### src/rtl/dwr_pkg.sv
`default_nettype none
package dwr_pkg;

  // Field and register widths
  localparam int COL_W    = 9;
  localparam int COUNT_W  = 13;
  localparam int IDX_W    = 12;
  localparam int PROD_W   = COL_W + COUNT_W;
  localparam int WIDTH_W  = 9;
  localparam int HEIGHT_W = 8;
  localparam int TOP_W    = 8;
  localparam int LEFT_W   = 9;
  localparam int COLOR_W  = 16;
  localparam int X_W      = 10;
  localparam int Y_W      = 9;
  localparam int CFG_IDX_W  = 3;
  localparam int CFG_DATA_W = 16;
  localparam int CNT_W    = 5;

  localparam int SAMPLE_DEPTH = 4096;

  // Command codes
  localparam logic CMD_LOAD = 1'b0;
  localparam logic CMD_DRAW = 1'b1;

  // Register indexes
  localparam logic [CFG_IDX_W-1:0] REG_SAMPLE_COUNT = 3'd0;
  localparam logic [CFG_IDX_W-1:0] REG_LEFT_X       = 3'd1;
  localparam logic [CFG_IDX_W-1:0] REG_TOP_Y        = 3'd2;
  localparam logic [CFG_IDX_W-1:0] REG_AREA_WIDTH   = 3'd3;
  localparam logic [CFG_IDX_W-1:0] REG_AREA_HEIGHT  = 3'd4;
  localparam logic [CFG_IDX_W-1:0] REG_LINE_COLOR   = 3'd5;

  // Reset values
  localparam logic [COUNT_W-1:0]  RST_SAMPLE_COUNT = 13'd0;
  localparam logic [LEFT_W-1:0]   RST_LEFT_X       = 9'd32;
  localparam logic [TOP_W-1:0]    RST_TOP_Y        = 8'd15;
  localparam logic [WIDTH_W-1:0]  RST_AREA_WIDTH   = 9'd288;
  localparam logic [HEIGHT_W-1:0] RST_AREA_HEIGHT  = 8'd218;
  localparam logic [COLOR_W-1:0]  RST_LINE_COLOR   = 16'd0;

  // Multiply/divide sequencer phases
  typedef enum logic [1:0] {
    MD_IDLE,
    MD_MUL,
    MD_DIV
  } md_state_t;

  // Top-level control states
  typedef enum logic [2:0] {
    ST_IDLE,
    ST_CALC,
    ST_READ,
    ST_EDGE,
    ST_POINT
  } dwr_state_t;

endpackage
`default_nettype wire

### src/rtl/dwr_muldiv.sv
`default_nettype none
// Bit-serial column*count/width: shift-add multiply, then restoring divide.
module dwr_muldiv (
  input  wire logic                         clk,
  input  wire logic                         rst,
  input  wire logic                         start,
  input  wire logic [dwr_pkg::COL_W-1:0]    col,
  input  wire logic [dwr_pkg::COUNT_W-1:0]  count,
  input  wire logic [dwr_pkg::WIDTH_W-1:0]  width,
  output logic                              done,
  output logic [dwr_pkg::PROD_W-1:0]        quotient
);

  dwr_pkg::md_state_t state, state_next;
  logic [dwr_pkg::CNT_W-1:0]   cnt;
  logic [dwr_pkg::COL_W-1:0]   mplr;
  logic [dwr_pkg::PROD_W-1:0]  acc;
  logic [dwr_pkg::WIDTH_W-1:0] rem;
  logic                        mul_last;
  logic                        div_last;
  logic [dwr_pkg::WIDTH_W:0]   trial;
  logic                        q_bit;
  logic [dwr_pkg::PROD_W-1:0]  addend;

  assign mul_last = (cnt == dwr_pkg::CNT_W'(dwr_pkg::COL_W - 1));
  assign div_last = (cnt == dwr_pkg::CNT_W'(dwr_pkg::PROD_W - 1));
  assign trial    = {rem, acc[dwr_pkg::PROD_W-1]};
  assign q_bit    = (trial >= {1'b0, width});
  assign addend   = mplr[dwr_pkg::COL_W-1] ?
                    {{(dwr_pkg::PROD_W - dwr_pkg::COUNT_W){1'b0}}, count} : '0;
  // Include the quotient bit settled in the current step; complete with done
  assign quotient = {acc[dwr_pkg::PROD_W-2:0], q_bit};

  // Next phase
  always_comb begin
    state_next = state;
    case (state)
      dwr_pkg::MD_IDLE: if (start) state_next = dwr_pkg::MD_MUL;
      dwr_pkg::MD_MUL:  if (mul_last) state_next = dwr_pkg::MD_DIV;
      dwr_pkg::MD_DIV:  if (div_last) state_next = dwr_pkg::MD_IDLE;
      default:          state_next = dwr_pkg::MD_IDLE;
    endcase
  end

  // Done strobe on the last divide step
  always_comb begin
    case (state)
      dwr_pkg::MD_DIV: done = div_last;
      default:         done = 1'b0;
    endcase
  end

  always_ff @(posedge clk) begin
    if (rst) begin
      state <= dwr_pkg::MD_IDLE;
    end else begin
      state <= state_next;
    end
  end

  // Datapath: one multiplier bit or one quotient bit per cycle
  always_ff @(posedge clk) begin
    case (state)
      dwr_pkg::MD_IDLE: begin
        cnt  <= '0;
        mplr <= col;
        acc  <= '0;
        rem  <= '0;
      end
      dwr_pkg::MD_MUL: begin
        acc  <= {acc[dwr_pkg::PROD_W-2:0], 1'b0} + addend;
        mplr <= {mplr[dwr_pkg::COL_W-2:0], 1'b0};
        cnt  <= mul_last ? '0 : cnt + 1'b1;
      end
      dwr_pkg::MD_DIV: begin
        rem <= q_bit ? dwr_pkg::WIDTH_W'(trial - {1'b0, width})
                     : trial[dwr_pkg::WIDTH_W-1:0];
        acc <= {acc[dwr_pkg::PROD_W-2:0], q_bit};
        cnt <= cnt + 1'b1;
      end
      default: begin
        cnt <= '0;
      end
    endcase
  end

endmodule
`default_nettype wire
### config.mk
export PLATFORM = sky130hd
export DESIGN_NAME = dwr_muldiv
export DESIGN_NICKNAME = d
export VERILOG_FILES = /design/src/rtl/dwr_pkg.sv /design/src/rtl/dwr_muldiv.sv
export SDC_FILE = /design/constraint.sdc
export NUM_CORES = 1
export LEC_CHECK = 0
export ABC_AREA = 0
export BUFFER_PORTS_ARGS = -buffer_cell sky130_fd_sc_hd__clkbuf_2
export CAP_MARGIN = 10
export CORE_ASPECT_RATIO = 1.1
export CORE_MARGIN = 2
export CORE_UTILIZATION = 40
export DETAILED_ROUTE_END_ITERATION = 8
export RECOVER_POWER = 50
export SLEW_MARGIN = 40
export SYNTH_ARGS = -nofsm -noshare
export SYNTH_HDL_FRONTEND = slang
export SYNTH_SLANG_ARGS = --single-unit
### constraint.sdc
create_clock -name clk -period 3.6 [get_ports clk]
set_input_delay 0.9 -clock clk [delete_from_list [all_inputs] [get_ports clk]]
set_output_delay 0.9 -clock clk [all_outputs]
set_load 0.05 [all_outputs]
# After elaboration in Yosys (flattened, before gate mapping)
# Index checks and enable logic that the tools add are counted.
# classes
addsub,3
n_mul,0
n_div,0
n_lt_le_gt_ge,1
eq_ne,7
n_shift,0
mux,12
bitwise_logic,0
n_reduce_logical,5
# ops
operator,n
22-bit case mux with 3 select lines,1
9-bit case mux with 2 select lines,2
22-bit by 13-bit adder with 22-bit output,1
13-bit two-way mux,1
10-bit by 9-bit greater-or-equal comparator with 1-bit output,1
5-bit case mux with 2 select lines,1
9-bit two-way mux,1
9-bit subtractor,1
2-bit two-way mux,3
"2-bit inequality test, second input constant",3
2-bit case mux with 3 select lines,1
"5-bit by 1-bit adder with 5-bit output, second input constant",1
"5-bit by 4-bit == test with 1-bit output, second input constant",1
"5-bit == test, second input constant",1
5-bit two-way mux,1
2-bit nonzero test,2
3-bit AND reduction,1
3-bit nonzero test,1
"2-bit by 1-bit == test with 1-bit output, second input constant",1
"2-bit == test, second input constant",1
2-bit zero test,1
1-bit two-way mux,1
# totals
register_bits,47
latch_bits,0
ramBits,0
mem_bits_ro,0
input_bits,34
output_inout_bits,23
wordCells,33
n_memories,0

# Longest topological paths before layout
# Gate-level depths: netlist (run 1).
# depth
word_depth,3
ltp_mapped,11
ltp_nobuf,10

# Least setup slack after synthesis (run 1)
# Ideal clock, no wire load.
# synth_timing
path_kind,input -> output
from,input port width[0] (netlist bit)
to,output port quotient[0] (netlist bit)
arrival_ns,2.577
path_slack_ns,0.123
stages,9
path_buffers,2
path_cell_list,ha_1 -> fa_1 -> nand2b_1 -> a211oi_1 -> o31a_1 -> nor2_1 -> inv_2 -> buf_6 -> buf_4
# synth_between
elab_chain_cells,1
# synth_rtl
item,line,rtl
"start, declared",dwr_muldiv.sv:9,"input wire logic [dwr_pkg::WIDTH_W-1:0] width,"
10-bit by 9-bit greater-or-equal comparator with 1-bit output,dwr_muldiv.sv:28,"assign q_bit = (trial >= {1'b0, width});"
"end, declared",dwr_muldiv.sv:11,output logic [dwr_pkg::PROD_W-1:0] quotient
# Every way passes these cells.

# Worst setup path after layout (run 1)
# Ends and elaborated chain as after synthesis.

==> metrics, run 1 <==
simple-gate share of the synthesized area=17.9%; root cell of the clock tree=sky130_fd_sc_hd__clkbuf_8; area growth from synthesis to final layout=8.70%; CTS clock-pin slew for the worst setup and hold paths=90 ps; H-tree levels=2; largest net degree at the start of global routing=23; FP Rows=36; Async S/R FF share, synth=0%; largest cells by area after synthesis=sky130_fd_sc_hd__edfxtp_1 (33%), sky130_fd_sc_hd__ha_1 (9.7%), sky130_fd_sc_hd__buf_4 (4.8%); clock network latency to the later pin of the worst-skew pair=310 ps; Hold Path Class=reg -> reg; number of unique standard cell types used by synthesis=60; Clock Path Buffers=2; CTS tree=yes; first-pass iteration count of the detailed router=5; RSZ-0062 raised after global routing=no; post-synth top area cell=sky130_fd_sc_hd__edfxtp_1; actual slew at the worst max-slew pin=955 ps; worst-path fanout max=3; worst max-slew margin expressed relative to the limit=36.3%; post-cts sizing count=0; buffers inserted by post-CTS timing repair=0; parity-gate share of the synthesized area counting xor and xnor cells=3.62%; Final Max Tran Viols=0; Post-Route Skew=11.9 ps; number of register bits inferred by synthesis=47; vias in the first global route=2720; first-pass GRT wire length=13300 um; arrival time at the worst endpoint=2580 ps; IO buf count=56; fraction of the yosys area taken by sequential cells=37.0%; synthesized-area fraction occupied by adder cells=10.8%; leakage=1.63 nW; Max Freq=0.287 GHz; initial standard-cell utilization of the core=41.1%; number of instances in the synthesized netlist=383; net count after synthesis=447; proportion of synthesized area in mux cells=4.14%; CTS Hold Buffers Added=0; Crit Path Category=in -> out; max_cap viols=0; power per cell area=768 mW/mm^2; # DRC=0; final critical delay including setup and external delays=3480 ps; width of the die=94.8 um; result of the run=finished clean; diode count=0; remaining antenna violation count after routing=0; clk sinks=47; endpoint type of the worst setup path=output port; nature of the critical path startpoint=primary input; register-to-register setup slack=690 ps; global routing usage summed across all routing layers=16.7%; number of nets in the layout=479; synthesized area=0.00362 mm^2; clock buffer count from CTS=5; main combinational cell family by area after synthesis=simple AND/OR/NAND/NOR gates; leading cell type in the layout, fill and taps excluded=sky130_fd_sc_hd__clkbuf_2; Placed Instances=522; routability cong.=0.841; data required time of the critical path=2700 ps; most frequent cells in the layout=sky130_fd_sc_hd__clkbuf_2 (49), sky130_fd_sc_hd__edfxtp_1 (40), sky130_fd_sc_hd__nand2_1 (32); total global routing overflow=0; standard cell core area=0.00883 mm^2; Warnings, synthesis=0; initial antenna violation count=0; Fin. Hold Viols=0; proportion of netlist area held by the largest area contributor=33.1%; fraction of the cycle the final worst path needs=96.7%; die outline height=104 um; proportion of layout cells with a drive suffix above 1=18.5%; synthesized area per cell=9.46 um^2; Final setup viols=0; number of vias after detailed routing=2829; detailed router's first-iteration violation count=118; fraction of the mapped netlist area in compound gates=17.3%; EDFF count, synth=40; die area=0.00984 mm^2; peak supply drop=291 uV; fin cells=530; detailed-placement wirelength estimate=5810 um; final wirelength=7940 um; flip-flop cell with the highest count after synthesis=sky130_fd_sc_hd__edfxtp_1; post-detailed-route wirelength per cell=15.0 um; IO Count=57; via density per instance=5.34; final setup TNS=0 ps
[through the flow]
step	worst slack, ps	instance area, um^2	hold slack, ps	total power [mW]	utilization, %
finish	120	3940	498	3.03	44.6
global route	4.81	3940	560	3.25	44.6
CTS	11.1	3940	501	3.06	44.7
detailed placement	28.9	3830	472	2.65	43.4
global placement	63.9	3830	468	2.62	43.4
floorplan	123	3620	445	2.37	-
[kinds of logic after synthesis]
family,after synthesis
AND/OR/NAND/NOR,128
AO/OA/AOI/OAI,89
buffers and inverters,60
flip-flops,47
adder cells (fa/ha/maj),30
XOR/XNOR,15
multiplexers,14
[Yosys cell counts (all sizes together), types with 3 or more instances]
cell type,instances
mux2,8
o31ai,3
a211oi,6
edfxtp,40
or2,3
buf,27
nor2b,9
nor3,7
dfxtp,7
a21oi,20
or3,4
nand2b,3
nor2,26
a21o,4
a22oi,5
a211o,3
and2,16
xor2,8
nand4,4
xnor2,7
inv,26
o21ai,21
nand3,14
clkbuf,6
a31oi,4
ha,28
nand2,32
o211ai,6
mux2i,6
[worst max-delay path, cell delays in order]
cell and delay (ps):
sky130_fd_sc_hd__clkbuf_2 90, sky130_fd_sc_hd__ha_1 220, sky130_fd_sc_hd__fa_1 400, sky130_fd_sc_hd__nand2b_1 210, sky130_fd_sc_hd__a211oi_2 220, sky130_fd_sc_hd__o31a_1 180, sky130_fd_sc_hd__nor2_1 70, sky130_fd_sc_hd__inv_2 80
sky130_fd_sc_hd__clkbuf_4 220
[final cells by class]
class,count,area [um^2]
clock inverter,2,37.5
sequential,47,1340
multi-input combinational,276,1950
fill,908,4890
clock buffer,6,72.6
tap,114,143
inverter,26,97.6
timing repair buffer,59,294
[final timing paths]
check | start | to | depth (start not counted)
hold / removal | cnt[0] | cnt[0] | 1
setup / recovery | width[0] | quotient[0] | 9
hold reg to reg | cnt[0] | cnt[0] | 1
setup reg to reg | mplr[8] | acc[21] | 10
[sequential cells by signal (all words and copies together) (netlist names)]
| name | cells |
|---|---|
| acc | 22 |
| cnt | 5 |
| mplr | 9 |
| rem | 9 |
| state | 2 |
[report_power, final]
part / total [mW] / internal, mW / leakage (nW) / switching (mW)
sequential: 1.01 / 0.854 / 0.515 / 0.158
clock: 0.397 / 0.208 / 0.0514 / 0.189
combinational: 1.62 / 0.545 / 1.06 / 1.07
[per-layer routing]
layer	routed length, um	track usage, %
met5	0	0
met4	57	3.21
met3	381	2.62
met1	3870	24.4
met2	3640	26.2
Power figures use the tool's default switching activity.
==> run 2: changes to the inputs <==
--- a/config.mk
+++ b/config.mk
@@ -10,10 +10,13 @@
 export CAP_MARGIN = 10
 export CORE_ASPECT_RATIO = 1.1
 export CORE_MARGIN = 2
-export CORE_UTILIZATION = 40
+export CORE_UTILIZATION = 58
 export DETAILED_ROUTE_END_ITERATION = 8
+export GPL_TIMING_DRIVEN = 0
+export PLACE_DENSITY = 0.81
 export RECOVER_POWER = 50
 export SLEW_MARGIN = 40
 export SYNTH_ARGS = -nofsm -noshare
 export SYNTH_HDL_FRONTEND = slang
 export SYNTH_SLANG_ARGS = --single-unit
+export TNS_END_PERCENT = 1
==> run 2 against run 1 <==
Against the previous run:
- non-clock buffer count is 37 higher
- hold slack got worse by 7.2 ps
- critical endpoint unchanged
- combinational power increased by 13%
- highest routed layer unchanged
- die area shrank 30%
- sequential share of layout area decreased by 2.1 points
- sequential power about the same
- total power rose by 8.4%
- critical path depth up 2
- via count up 6.7%
- setup slack lost 56 ps
- utilization grew 24 points
- clock skew fell by 4.7 ps
==> metrics, run 2 (synthesis gave the netlist of run 1 again) <==
die area=0.00690 mm^2 (was 0.00984 mm^2); Max Freq=0.283 GHz (was 0.287 GHz); IO Count=57 (unchanged); Clock Path Buffers=2 (unchanged); root cell of the clock tree=sky130_fd_sc_hd__clkbuf_8 (unchanged); initial standard-cell utilization of the core=59.2% (was 41.1%); diode count=0 (unchanged); die outline height=86.9 um (was 104 um); largest net degree at the start of global routing=23 (unchanged); CTS Hold Buffers Added=0 (unchanged); fraction of the cycle the final worst path needs=98.2% (was 96.7%); power per cell area=781 mW/mm^2 (was 768 mW/mm^2); Post-Route Skew=7.18 ps (was 11.9 ps); area growth from synthesis to final layout=15.9% (was 8.70%); initial antenna violation count=0 (unchanged); cell with the biggest individual delay on the critical path=sky130_fd_sc_hd__fa_2 (was sky130_fd_sc_hd__fa_1); actual slew at the worst max-slew pin=865 ps (was 955 ps); cells along the critical path=clkbuf_2, ha_2, fa_2, nand2b_4, a211oi_2, o31a_1, nor2_1, inv_2, buf_8, buf_4, clkbuf_8 (was clkbuf_2, ha_1, fa_1, nand2b_1, a211oi_2, o31a_1, nor2_1, inv_2, clkbuf_4); nature of the critical path startpoint=primary input (unchanged); arrival time at the worst endpoint=2640 ps (was 2580 ps); Util after Layout=68.7% (was 44.6%); final critical delay including setup and external delays=3540 ps (was 3480 ps); Post-Layout Inst Area=0.00420 mm^2 (was 0.00394 mm^2); clock network latency to the later pin of the worst-skew pair=300 ps (was 310 ps); routability cong.=0.908 (was 0.841); CTS tree=yes (unchanged); width of the die=79.4 um (was 94.8 um); number of vias after detailed routing=3018 (was 2829); IO buf count=56 (unchanged); Hold Path Class=reg -> reg (unchanged); CTS clock-pin slew for the worst setup and hold paths=90 ps (about the same); largest registers=acc: 22 flops, mplr: 9 flops, rem: 9 flops (unchanged); leakage=1.83 nW (was 1.63 nW); remaining antenna violation count after routing=0 (unchanged); FP Rows=30 (was 36); post-detailed-route wirelength per cell=14.5 um (was 15.0 um); origin of the worst setup path=width[0] (unchanged); # DRC=0 (unchanged); detailed-placement wirelength estimate=5660 um (was 5810 um); via density per instance=5.66 (was 5.34); Final setup viols=0 (unchanged); leading cell type in the layout, fill and taps excluded=sky130_fd_sc_hd__clkbuf_2 (unchanged); total global routing overflow=0 (unchanged); stage delay of the slowest cell on the critical path=370 ps (was 400 ps); Bufs and invs on worst path=5 (was 3); peak supply drop=428 uV (was 291 uV); Top Family by Delay on Critical Path=adder cells (unchanged); max FFs per register=22 (unchanged); clk sinks=47 (unchanged); data required time of the critical path=2700 ps (about the same); Fin. Hold Viols=0 (unchanged); final setup TNS=0 ps (unchanged); result of the run=finished clean (unchanged); register with the highest flop count=acc (unchanged); max_cap viols=0 (unchanged); standard cell core area=0.00612 mm^2 (was 0.00883 mm^2); Final Max Tran Viols=0 (unchanged); first-pass GRT wire length=12800 um (was 13300 um); worst hold start=cnt[0] (unchanged); endpoint type of the worst setup path=output port (unchanged); first-pass iteration count of the detailed router=5 (unchanged); total of fill cells in the finished design=505 (was 908); most frequent cells in the layout=sky130_fd_sc_hd__clkbuf_2 (49), sky130_fd_sc_hd__edfxtp_1 (40), sky130_fd_sc_hd__nand2_1 (32) (unchanged); Crit Path Category=in -> out (unchanged); H-tree levels=2 (unchanged); source of the worst register-to-register timing path=mplr[8] (unchanged); global routing usage summed across all routing layers=23.3% (was 16.7%); vias in the first global route=2814 (was 2720); number of nets in the layout=516 (was 479); detailed router's first-iteration violation count=239 (was 118); proportion of layout cells with a drive suffix above 1=24.5% (was 18.5%); worst hold slack=491 ps (was 498 ps); final wirelength=7730 um (was 7940 um); cell area after placement=0.00401 mm^2 (was 0.00383 mm^2); worst-path fanout max=3 (unchanged); Sequential cell area=0.00134 mm^2 (unchanged); post-layout power=3.28 mW (was 3.03 mW); clock buffer count from CTS=5 (unchanged); worst max-slew margin expressed relative to the limit=42.3% (was 36.3%); area of the multi-input gates=0.00197 mm^2 (was 0.00195 mm^2)
run 2: changes by cell type in the layout (fill, tap and decap cells not counted), sizes merged:
cell | before | now
buf | 2 | 32
clkbuf | 63 | 69
clkinvlp | 1 | 0
bufinv | 1 | 2
dlygate4sd1 | 0 | 1
run 2: final timing paths:
check	to	slack (ps)	cells after the start
setup / recovery	quotient[0]	60	11
hold / removal	cnt[0]	490	1
setup reg to reg	acc[21]	430	11
hold reg to reg	cnt[0]	490	1
run 2: final cells by class:
cell class / count / area share (%)
Sequential cell: 47 / 31.9
Inverter: 26 / 2.32
Clock buffer: 6 / 1.73
Buffer: 34 / 5.54
Timing Repair Buffer: 62 / 7.77
Clock inverter: 2 / 1.43
Multi-Input combinational cell: 276 / 46.9
Tap cell: 80 / 2.38
run 2: per-layer routing:
layer	wire length [um]	GRT usage [%]
met4	133	6.74
met1	3500	31.7
met5	0	0
met2	3660	38.9
met3	424	3.53
run 2: metrics by stage:
step | cells | setup WS [ps]
6_report | 533 | 63.9
5_1_grt | 533 | -12.6
4_1_cts | 532 | 20.3
3_5_place_dp | 519 | -321
3_3_place_gp | 519 | -320
2_1_floorplan | 383 | 123
run 2: timing repair:
| action | in CTS | in global routing |
|---|---|---|
| pin swaps | 3 | 2 |
| buffers inserted | 5 | 1 |
| gates resized for setup | 6 | 2 |
| endpoints found under the setup margin | 1 | 1 |
run 2: power breakdown:
group          internal [mW]  total, mW  switching, mW
clock network          0.278      0.462          0.184
logic                  0.694       1.83           1.13
registers              0.854      0.994          0.141
total                   1.83       3.28           1.46
